--- src/rtl/drt_pkg.sv ---
`default_nettype none
// ----------------------------------------------------------------------------
// DNS record TTL refresh timer - shared definitions
// Widths, opcodes, status codes, the per-mille schedule table and the
// structure that carries a prepared item from the prep stage to the core.
// ----------------------------------------------------------------------------
package drt_pkg;

  localparam int TIME_BITS = 56;   // internal time width, microseconds
  localparam int NOW_W     = 56;   // width of the now_time port
  localparam int TTL_W     = 32;
  localparam int JIT_W     = 5;
  localparam int IDX_W     = 3;
  localparam int PM_W      = 10;   // per-mille value plus jitter, up to 1000
  localparam int MS_W      = 42;   // ttl * 1000
  localparam int US_W      = 52;   // ttl * 1000000
  localparam int CMP_W     = (TIME_BITS > US_W) ? TIME_BITS : US_W;

  localparam logic [JIT_W-1:0] JITTER_MAX = 5'd20;
  localparam logic [IDX_W-1:0] LAST_POINT = 3'd4;
  localparam logic [IDX_W-1:0] IDX_SAT    = 3'd5;
  localparam logic [9:0]       MS_PER_S   = 10'd1000;
  localparam logic [19:0]      US_PER_S   = 20'd1000000;

  typedef enum logic [1:0] {
    OP_LOAD        = 2'd0,
    OP_UPDATE      = 2'd1,
    OP_EXPIRE_SOON = 2'd2,
    OP_TICK        = 2'd3
  } op_e;

  typedef enum logic [2:0] {
    ST_NONE     = 3'd0,
    ST_INVALID  = 3'd1,
    ST_GOODBYE  = 3'd2,
    ST_TTL_ONLY = 3'd3,
    ST_NEW_DATA = 3'd4
  } status_e;

  typedef struct packed {
    op_e                  op;
    logic [TIME_BITS-1:0] now;
    logic [MS_W-1:0]      ttl_ms;
    logic [US_W-1:0]      ttl_us;
    logic [US_W-1:0]      half_us;
    logic                 ttl_zero;
    logic                 key_matches;
    logic                 same_rdata;
    logic [JIT_W-1:0]     jitter;
  } prep_t;

  function automatic logic [PM_W-1:0] point_permille(input logic [IDX_W-1:0] idx);
    logic [PM_W-1:0] pm;
    case (idx)
      3'd0:    pm = 10'd800;
      3'd1:    pm = 10'd850;
      3'd2:    pm = 10'd900;
      3'd3:    pm = 10'd950;
      default: pm = 10'd1000;
    endcase
    return pm;
  endfunction

endpackage
`default_nettype wire

--- src/rtl/drt_prep.sv ---
`default_nettype none
// ----------------------------------------------------------------------------
// DNS record TTL refresh timer - input and prep stages
// Registers the arriving item, then forms the TTL products in milliseconds,
// microseconds and half-TTL microseconds, and saturates the jitter.
// ----------------------------------------------------------------------------
module drt_prep (
  input  logic                       clk_i,
  input  logic                       rst_ni,
  input  logic                       in_valid_i,
  output logic                       in_stall_o,
  input  logic [1:0]                 opcode_i,
  input  logic [drt_pkg::NOW_W-1:0]  now_time_i,
  input  logic [drt_pkg::TTL_W-1:0]  ttl_seconds_i,
  input  logic                       key_matches_i,
  input  logic                       same_rdata_i,
  input  logic [drt_pkg::JIT_W-1:0]  jitter_permille_i,
  input  logic                       core_ready_i,
  output logic                       prep_valid_o,
  output drt_pkg::prep_t             prep_o
);

  logic                          s1_valid_q;
  drt_pkg::op_e                  s1_op_q;
  logic [drt_pkg::TIME_BITS-1:0] s1_now_q;
  logic [drt_pkg::TTL_W-1:0]     s1_ttl_q;
  logic                          s1_key_q;
  logic                          s1_same_q;
  logic [drt_pkg::JIT_W-1:0]     s1_jit_q;

  logic                          s2_valid_q;
  drt_pkg::prep_t                s2_q;
  drt_pkg::prep_t                s2_d;

  logic s1_free;
  logic s2_free;

  assign s2_free    = !s2_valid_q || core_ready_i;
  assign s1_free    = !s1_valid_q || s2_free;
  assign in_stall_o = !s1_free;

  always_ff @(posedge clk_i or negedge rst_ni) begin
    if (!rst_ni) begin
      s1_valid_q <= 1'b0;
      s2_valid_q <= 1'b0;
    end else begin
      if (s1_free) begin
        s1_valid_q <= in_valid_i;
      end
      if (s2_free) begin
        s2_valid_q <= s1_valid_q;
      end
    end
  end

  always_ff @(posedge clk_i) begin
    if (in_valid_i && s1_free) begin
      s1_op_q   <= drt_pkg::op_e'(opcode_i);
      s1_now_q  <= drt_pkg::TIME_BITS'(now_time_i);
      s1_ttl_q  <= ttl_seconds_i;
      s1_key_q  <= key_matches_i;
      s1_same_q <= same_rdata_i;
      s1_jit_q  <= jitter_permille_i;
    end
    if (s1_valid_q && s2_free) begin
      s2_q <= s2_d;
    end
  end

  always_comb begin
    s2_d             = '0;
    s2_d.op          = s1_op_q;
    s2_d.now         = s1_now_q;
    s2_d.ttl_ms      = drt_pkg::MS_W'(s1_ttl_q) * drt_pkg::MS_W'(drt_pkg::MS_PER_S);
    s2_d.ttl_us      = drt_pkg::US_W'(s1_ttl_q) * drt_pkg::US_W'(drt_pkg::US_PER_S);
    // half TTL in whole seconds
    s2_d.half_us     = drt_pkg::US_W'(s1_ttl_q[drt_pkg::TTL_W-1:1])
                       * drt_pkg::US_W'(drt_pkg::US_PER_S);
    s2_d.ttl_zero    = (s1_ttl_q == '0);
    s2_d.key_matches = s1_key_q;
    s2_d.same_rdata  = s1_same_q;
    s2_d.jitter      = (s1_jit_q > drt_pkg::JITTER_MAX) ? drt_pkg::JITTER_MAX : s1_jit_q;
  end

  assign prep_valid_o = s2_valid_q;
  assign prep_o       = s2_q;

endmodule
`default_nettype wire

--- src/rtl/drt_core.sv ---
`default_nettype none
// ----------------------------------------------------------------------------
// DNS record TTL refresh timer - record state and result register
// Holds the cached record, decides each event, computes the
// next send offset from the start time and registers the result item.
// ----------------------------------------------------------------------------
module drt_core (
  input  logic           clk_i,
  input  logic           rst_ni,
  input  logic           prep_valid_i,
  input  drt_pkg::prep_t prep_i,
  output logic           core_ready_o,
  output logic           out_valid_o,
  input  logic           out_stall_i,
  output logic [2:0]     status_o,
  output logic           send_query_o,
  output logic           expired_o,
  output logic           nearing_expiry_o
);

  // record state; due_q is the next send time relative to start_q
  logic                          valid_q;
  logic                          armed_q;
  logic [drt_pkg::IDX_W-1:0]     idx_q;
  logic [drt_pkg::TIME_BITS-1:0] start_q;
  logic [drt_pkg::TIME_BITS-1:0] due_q;
  logic [drt_pkg::MS_W-1:0]      ttl_ms_q;
  logic [drt_pkg::US_W-1:0]      ttl_us_q;
  logic [drt_pkg::US_W-1:0]      half_us_q;

  logic                          out_valid_q;
  drt_pkg::status_e              status_q;
  logic                          send_q;
  logic                          expired_q;
  logic                          nearing_q;

  logic                          out_free;
  logic                          fire;
  logic [drt_pkg::TIME_BITS-1:0] elapsed;
  logic                          restart;
  logic                          short_ttl;
  logic                          tick_send;
  logic                          drop;
  drt_pkg::status_e              status_d;
  logic [drt_pkg::MS_W-1:0]      sched_ms;
  logic [drt_pkg::IDX_W-1:0]     sched_idx;
  logic [drt_pkg::IDX_W-1:0]     pt_idx;
  logic [drt_pkg::PM_W-1:0]      pm;
  logic [drt_pkg::TIME_BITS-1:0] due_d;
  logic [drt_pkg::IDX_W-1:0]     idx_d;
  logic                          valid_d;
  logic                          nearing_d;
  logic [drt_pkg::US_W-1:0]      new_us;
  logic [drt_pkg::US_W-1:0]      new_half;

  assign out_free     = !out_valid_q || !out_stall_i;
  assign core_ready_o = out_free;
  assign fire         = prep_valid_i && out_free;

  assign elapsed = prep_i.now - start_q;

  always_comb begin
    restart   = 1'b0;
    short_ttl = 1'b0;
    tick_send = 1'b0;
    drop      = 1'b0;
    status_d  = drt_pkg::ST_NONE;
    unique case (prep_i.op)
      drt_pkg::OP_LOAD: begin
        restart = 1'b1;
      end
      drt_pkg::OP_UPDATE: begin
        if (!valid_q || !prep_i.key_matches || (prep_i.ttl_zero && !prep_i.same_rdata)) begin
          status_d = drt_pkg::ST_INVALID;
        end else if (prep_i.ttl_zero) begin
          status_d  = drt_pkg::ST_GOODBYE;
          restart   = 1'b1;
          short_ttl = 1'b1;
        end else begin
          status_d = prep_i.same_rdata ? drt_pkg::ST_TTL_ONLY : drt_pkg::ST_NEW_DATA;
          restart  = 1'b1;
        end
      end
      drt_pkg::OP_EXPIRE_SOON: begin
        if (valid_q) begin
          restart   = 1'b1;
          short_ttl = 1'b1;
        end
      end
      drt_pkg::OP_TICK: begin
        if (valid_q && armed_q && (elapsed >= due_q)) begin
          if (drt_pkg::CMP_W'(elapsed) >= drt_pkg::CMP_W'(ttl_us_q)) begin
            drop = 1'b1;
          end else begin
            tick_send = 1'b1;
          end
        end
      end
      default: ;
    endcase

    // schedule from the restarted record or from the stored one
    if (restart) begin
      sched_ms  = short_ttl ? drt_pkg::MS_W'(drt_pkg::MS_PER_S) : prep_i.ttl_ms;
      sched_idx = short_ttl ? drt_pkg::LAST_POINT : '0;
    end else begin
      sched_ms  = ttl_ms_q;
      sched_idx = idx_q;
    end
    new_us   = short_ttl ? drt_pkg::US_W'(drt_pkg::US_PER_S) : prep_i.ttl_us;
    new_half = short_ttl ? '0 : prep_i.half_us;

    pt_idx = (sched_idx > drt_pkg::LAST_POINT) ? drt_pkg::LAST_POINT : sched_idx;
    pm     = drt_pkg::point_permille(pt_idx)
             + ((pt_idx < drt_pkg::LAST_POINT) ? drt_pkg::PM_W'(prep_i.jitter) : '0);
    due_d  = drt_pkg::TIME_BITS'(drt_pkg::US_W'(sched_ms) * drt_pkg::US_W'(pm));
    idx_d  = (sched_idx < drt_pkg::IDX_SAT) ? sched_idx + 1'b1 : sched_idx;

    valid_d   = restart ? 1'b1 : (drop ? 1'b0 : valid_q);
    // a restart leaves zero elapsed time, which is never past half the TTL
    nearing_d = valid_d && !restart
                && (drt_pkg::CMP_W'(elapsed) > drt_pkg::CMP_W'(half_us_q));
  end

  always_ff @(posedge clk_i or negedge rst_ni) begin
    if (!rst_ni) begin
      valid_q   <= 1'b0;
      armed_q   <= 1'b0;
      idx_q     <= '0;
      start_q   <= '0;
      due_q     <= '0;
      ttl_ms_q  <= '0;
      ttl_us_q  <= '0;
      half_us_q <= '0;
    end else if (fire) begin
      valid_q <= valid_d;
      if (restart || tick_send) begin
        due_q   <= due_d;
        idx_q   <= idx_d;
        armed_q <= 1'b1;
      end else if (drop) begin
        armed_q <= 1'b0;
      end
      if (restart) begin
        start_q   <= prep_i.now;
        ttl_ms_q  <= sched_ms;
        ttl_us_q  <= new_us;
        half_us_q <= new_half;
      end
    end
  end

  always_ff @(posedge clk_i or negedge rst_ni) begin
    if (!rst_ni) begin
      out_valid_q <= 1'b0;
    end else if (out_free) begin
      out_valid_q <= prep_valid_i;
    end
  end

  always_ff @(posedge clk_i) begin
    if (fire) begin
      status_q  <= status_d;
      send_q    <= tick_send;
      expired_q <= drop;
      nearing_q <= nearing_d;
    end
  end

  assign out_valid_o      = out_valid_q;
  assign status_o         = status_q;
  assign send_query_o     = send_q;
  assign expired_o        = expired_q;
  assign nearing_expiry_o = nearing_q;

endmodule
`default_nettype wire

--- src/rtl/dns_record_ttl_refresh_timer.sv ---
`default_nettype none
// ----------------------------------------------------------------------------
// DNS record TTL refresh timer
// Tracks one cached DNS record and schedules refresh queries and expiry.
// ----------------------------------------------------------------------------
// Takes one item per clock when the output is not stalled and returns one result
// item for each, through these stages in turn: an input register, a stage
// that forms the TTL products, and the record update that writes the result
// register. The record state sits in that last stage, so every item sees the
// state left by the one before it with no wait; that stage holds a single
// 42 by 10 bit multiply for the next send offset. Refresh queries fall at 80,
// 85, 90 and 95 percent of the TTL plus the jitter in per-mille (capped at 20),
// expiry at 100 percent; all times are microseconds.
module dns_record_ttl_refresh_timer (
  input  logic                       clk_i,
  input  logic                       rst_ni,
  input  logic                       in_valid_i,
  output logic                       in_stall_o,
  input  logic [1:0]                 opcode_i,
  input  logic [drt_pkg::NOW_W-1:0]  now_time_i,
  input  logic [drt_pkg::TTL_W-1:0]  ttl_seconds_i,
  input  logic                       key_matches_i,
  input  logic                       same_rdata_i,
  input  logic [drt_pkg::JIT_W-1:0]  jitter_permille_i,
  output logic                       out_valid_o,
  input  logic                       out_stall_i,
  output logic [2:0]                 status_o,
  output logic                       send_query_o,
  output logic                       expired_o,
  output logic                       nearing_expiry_o
);

  logic           prep_valid;
  logic           core_ready;
  drt_pkg::prep_t prep;

  drt_prep u_prep (
    .clk_i             (clk_i),
    .rst_ni            (rst_ni),
    .in_valid_i        (in_valid_i),
    .in_stall_o        (in_stall_o),
    .opcode_i          (opcode_i),
    .now_time_i        (now_time_i),
    .ttl_seconds_i     (ttl_seconds_i),
    .key_matches_i     (key_matches_i),
    .same_rdata_i      (same_rdata_i),
    .jitter_permille_i (jitter_permille_i),
    .core_ready_i      (core_ready),
    .prep_valid_o      (prep_valid),
    .prep_o            (prep)
  );

  drt_core u_core (
    .clk_i            (clk_i),
    .rst_ni           (rst_ni),
    .prep_valid_i     (prep_valid),
    .prep_i           (prep),
    .core_ready_o     (core_ready),
    .out_valid_o      (out_valid_o),
    .out_stall_i      (out_stall_i),
    .status_o         (status_o),
    .send_query_o     (send_query_o),
    .expired_o        (expired_o),
    .nearing_expiry_o (nearing_expiry_o)
  );

`ifndef SYNTHESIS
  a_one_event: assert property (@(posedge clk_i) disable iff (!rst_ni)
    out_valid_o |-> $onehot0({send_query_o, expired_o, status_o != drt_pkg::ST_NONE}))
    else $error("more than one event kind in a result item");

  a_expired_not_nearing: assert property (@(posedge clk_i) disable iff (!rst_ni)
    (out_valid_o && expired_o) |-> !nearing_expiry_o)
    else $error("dropped record reported as nearing expiry");

  a_fire_to_out: assert property (@(posedge clk_i) disable iff (!rst_ni)
    (prep_valid && core_ready) |=> out_valid_o)
    else $error("processed item did not reach the result register");

  a_stall_only_full: assert property (@(posedge clk_i) disable iff (!rst_ni)
    in_stall_o |-> (prep_valid && !core_ready))
    else $error("input stalled while the pipeline can advance");
`endif

endmodule
`default_nettype wire
--- config.mk ---
export PLATFORM = sky130hd
export DESIGN_NAME = dns_record_ttl_refresh_timer
export DESIGN_NICKNAME = d
export VERILOG_FILES = /design/src/rtl/drt_pkg.sv /design/src/rtl/drt_prep.sv /design/src/rtl/drt_core.sv /design/src/rtl/dns_record_ttl_refresh_timer.sv
export SDC_FILE = /design/constraint.sdc
export NUM_CORES = 2
export LEC_CHECK = 0
export ABC_AREA = 1
export BUFFER_PORTS_ARGS = -buffer_cell sky130_fd_sc_hd__buf_4
export CAP_MARGIN = 20
export CORE_ASPECT_RATIO = 1.2
export CORE_MARGIN = 10
export CORE_UTILIZATION = 55
export CTS_BUF_LIST = sky130_fd_sc_hd__clkbuf_4 sky130_fd_sc_hd__clkbuf_8 sky130_fd_sc_hd__clkbuf_16
export CTS_CLUSTER_DIAMETER = 30
export DETAILED_ROUTE_END_ITERATION = 10
export PLACE_DENSITY = 0.78
export REMOVE_ABC_BUFFERS = 1
export SETUP_SLACK_MARGIN = 0.05
export SYNTH_ARGS = -nofsm -noshare
export SYNTH_HDL_FRONTEND = slang
export SYNTH_SLANG_ARGS = --single-unit
--- constraint.sdc ---
create_clock -name clk_i -period 9.4 [get_ports clk_i]
set_input_delay 1.88 -clock clk_i [delete_from_list [all_inputs] [get_ports clk_i]]
set_output_delay 1.88 -clock clk_i [all_outputs]
set_load 0.05 [all_outputs]
==> results.yml <==
clock_network:
  cts.sinks: 542
  post_cts_resized: 0
  cts_tree: "done"
  cts.path.max_buffers: 3
  clock_latency_ps: 720
  post-cts-setup-buffers: 0
  cts_hold_buf: 0
  cts_max_level: 3
  cts_root_buffer: "clkbuf_16"
  numCtsBuffers: 113
  clk_pin_slew_ps: 60
sta:
  worstMarginPinSlew_ps: 1080
  slew_headroom_pct: 28.3
  timing.setup.tns_ps: 0
  grt_setup_unrepaired: "no"
  drv_slew: 0
  setup_ws_ps: 625
  max_freq_mhz: 114
  setup_viol: 0
  worst_clock_skew_ps: 65.7
  hold_violations: 0
  finalCriticalPeriod_ps: 8770
  period_share_pct: 93.3
worst_setup_path:
  startpoint_type: "register"
  crit_top_cell: "fa_1"
  reg2reg_depth: 27
  slowest_delay_ps: 1100
  worstPathRequired_ps: 10020
  arrival_ps: 9390
  critPathCapture: "u_core.due_q[45]"
  r2r_setup_slack_ps: 630
  crit_path_start: "u_prep.prep_o[211]"
  worstSetupEndpointType: "register"
  crit_slowest_cell: "o22ai_1"
  regToRegStartpoint: "u_prep.prep_o[211]"
  critical_path.max_fanout: 22
  r2r_end: "u_core.due_q[45]"
  critical_path_class: "register to register"
logic_synthesis:
  ys_seq_area_share_pct: 28.7
  ys_ff_latch: 542
  syn_area_per_cell_um2: 8.90
  syn_inst: 5895
  synth_cell_type_count: 62
  ys_warn_count: 0
  syn-cell-area_um2: 52500
  synth_edf_count: 295
  synth_ff_type: "edfxtp_1"
  ys_async_sr_fraction_pct: 45.6
min_path:
  hold_path_class: "register to register"
global_route:
  grt_pass1_wl_um: 235000
  grt_pass1_vias: 43638
  gr-usage-all-layers_pct: 27.8
  grt_overflow: 0
  antenna_found_initial: 0
  grt_max_degree: 159
detailed_routing:
  vias: 41098
  wl_per_cell_um: 19.9
  route.detailed.drc: 0
  wirelength_um: 148000
  antenna_left: 0
  vias_per_cell: 5.53
  drt_iter0_drc: 3126
  first_pass_iters: 8
finish:
  synthToLayoutAreaGrowth_pct: 12.0
  fillers: 7876
  drive_gt1_share_pct: 7.29
  layout.cells.non_filler: 7432
  fin_nets: 7295
  n_antenna_cell: 0
floorplanning:
  die_h_um: 358
  rows: 124
  design.die.area_um2: 108000
  io_pins: 109
  die-width_um: 302
  start_util_pct: 55.3
  core-area_um2: 95000
place:
  gp_congestion: 0.979
  dp_hpwl_um: 116000
  dp_cells: 7214
  pre_cts_ws_ps: 923
  portBuffers: 108
outcome:
  status: "completed"
job:
  drv_cap: 0
==> stage by stage <==
step	hold slack (ps)	instance area, µm²	util, %
after floorplan	400	51900	-
after global placement	403	54900	57.8
after detailed placement	405	54900	57.8
after CTS	416	58800	61.9
after global routing	423	58800	61.9
final	413	58800	61.9
==> cells in the mapped netlist (3+ instances only) <==
master | count | area share (%)
a211oi_1 | 8 | 0.11
a21boi_0 | 16 | 0.23
a21o_1 | 16 | 0.23
a21oi_1 | 313 | 3.0
a221oi_1 | 6 | 0.10
a31o_2 | 3 | 0.050
a31oi_1 | 28 | 0.33
and2_1 | 3 | 0.036
and3_1 | 5 | 0.060
buf_1 | 9 | 0.064
buf_2 | 20 | 0.19
buf_4 | 6 | 0.086
buf_6 | 5 | 0.11
clkbuf_1 | 67 | 0.48
dfrtp_1 | 247 | 12
edfxtp_1 | 295 | 17
fa_1 | 558 | 21
ha_1 | 565 | 13
inv_1 | 1214 | 8.7
inv_2 | 7 | 0.050
nand2_1 | 1094 | 7.8
nand3_1 | 145 | 1.4
nand3_2 | 4 | 0.076
nand4_1 | 37 | 0.44
nor2_1 | 500 | 3.6
nor2_4 | 23 | 0.49
nor3_1 | 28 | 0.27
nor4_1 | 9 | 0.11
o211ai_1 | 6 | 0.086
o21a_1 | 29 | 0.41
o21ai_0 | 309 | 2.9
o21ai_1 | 6 | 0.057
o21ai_2 | 5 | 0.083
o21bai_1 | 18 | 0.26
o221ai_1 | 7 | 0.12
o22ai_1 | 32 | 0.38
o22ai_2 | 3 | 0.072
o31ai_1 | 8 | 0.11
or2_2 | 3 | 0.036
xnor2_1 | 76 | 1.3
xor2_1 | 136 | 2.3
==> cells in the final DEF (no fill, tap or decap), types with 9 or more instances in the layout <==
cell type,synthesis,final
nor2_1,500,498
nand3_1,145,145
o21a_1,29,29
xnor2_1,76,76
o21ai_0,309,308
clkbuf_4,0,14
nand4_1,37,37
a21o_1,16,16
clkinv_4,0,12
o22ai_1,32,32
xor2_1,136,136
edfxtp_1,295,295
nor4_1,9,9
o21bai_1,18,18
a21oi_1,313,313
clkbuf_16,0,117
inv_1,1214,1212
nor2_4,23,25
clkinv_2,1,13
a21boi_0,16,16
clkinvlp_4,0,14
nand2_1,1094,1092
ha_1,565,565
nor3_1,28,28
inv_6,0,18
a31oi_1,28,28
buf_4,6,167
dfrtp_1,247,247
fa_1,558,558
==> worst max-delay path: cells and delay by family, from the launching register on <==
family	cells	cell delay (ps)
buf+inv	5	1320
fa+ha+maj	7	3280
compound gates	4	2090
simple gates	10	1390
xor+xnor	1	170
flops	1	420
==> cells by family (layout without fill, tap and decap cells) <==
kind of cell | count (synthesis) | in the layout | share of synthesized area (%)
xor gates and xnor gates | 213 | 213 | 3.57
adders and majority gates | 1123 | 1123 | 34.8
buffers and inverters | 1334 | 1611 | 9.77
AOI/OAI and AO/OA | 821 | 821 | 8.74
DFF | 542 | 542 | 28.7
and+or+nand+nor | 1862 | 1862 | 14.5
==> worst min-delay path by stage <==
stage	start	end	slack [ps]	cells after the start
after global routing	u_prep.s1_now_q[19]	u_prep.prep_o[173]	420	0
final	u_prep.s1_now_q[31]	u_prep.prep_o[185]	410	0
after floorplan	u_prep.s1_now_q[0]	u_prep.prep_o[154]	400	0
after detailed placement	u_prep.s1_now_q[43]	u_prep.prep_o[197]	400	0
after CTS	u_prep.s1_now_q[31]	u_prep.prep_o[185]	420	0
after global placement	u_prep.s1_now_q[42]	u_prep.prep_o[196]	400	0
==> final cells by class <==
| cell class | count | area [µm²] | area share (%) |
|---|---|---|---|
| multi-input combinational | 4019 | 32300 | 55.0 |
| sequential | 542 | 15000 | 25.6 |
| inverter | 1225 | 4610 | 7.85 |
| clock buffer | 139 | 3140 | 5.35 |
| tap | 1260 | 1580 | 2.68 |
| timing repair buffer | 170 | 1310 | 2.23 |
| clock inverter | 77 | 777 | 1.32 |
==> flip-flops by register name, indices dropped and copies added, names as in the netlist, 5 cells and up <==
signal	flops
u_core.ttl_us_q	46
u_core.half_us_q	43
u_prep.s1_now_q	56
u_prep.prep_o	192
u_prep.s1_jit_q	5
u_prep.s1_ttl_q	32
u_core.start_q	56
u_core.ttl_ms_q	42
u_core.due_q	52
==> layer usage <==
layer	part of all wire [%]	track usage (%)	wire (µm)
met5	0	0	0
met3	7.2	5.18	10700
met4	5.7	15.3	8400
met1	38	33.1	56400
met2	49	47.4	72500
Power is left out: the tool's default activity adds up to more than one toggle a clock period on the data nets, which glitch-free logic cannot reach.
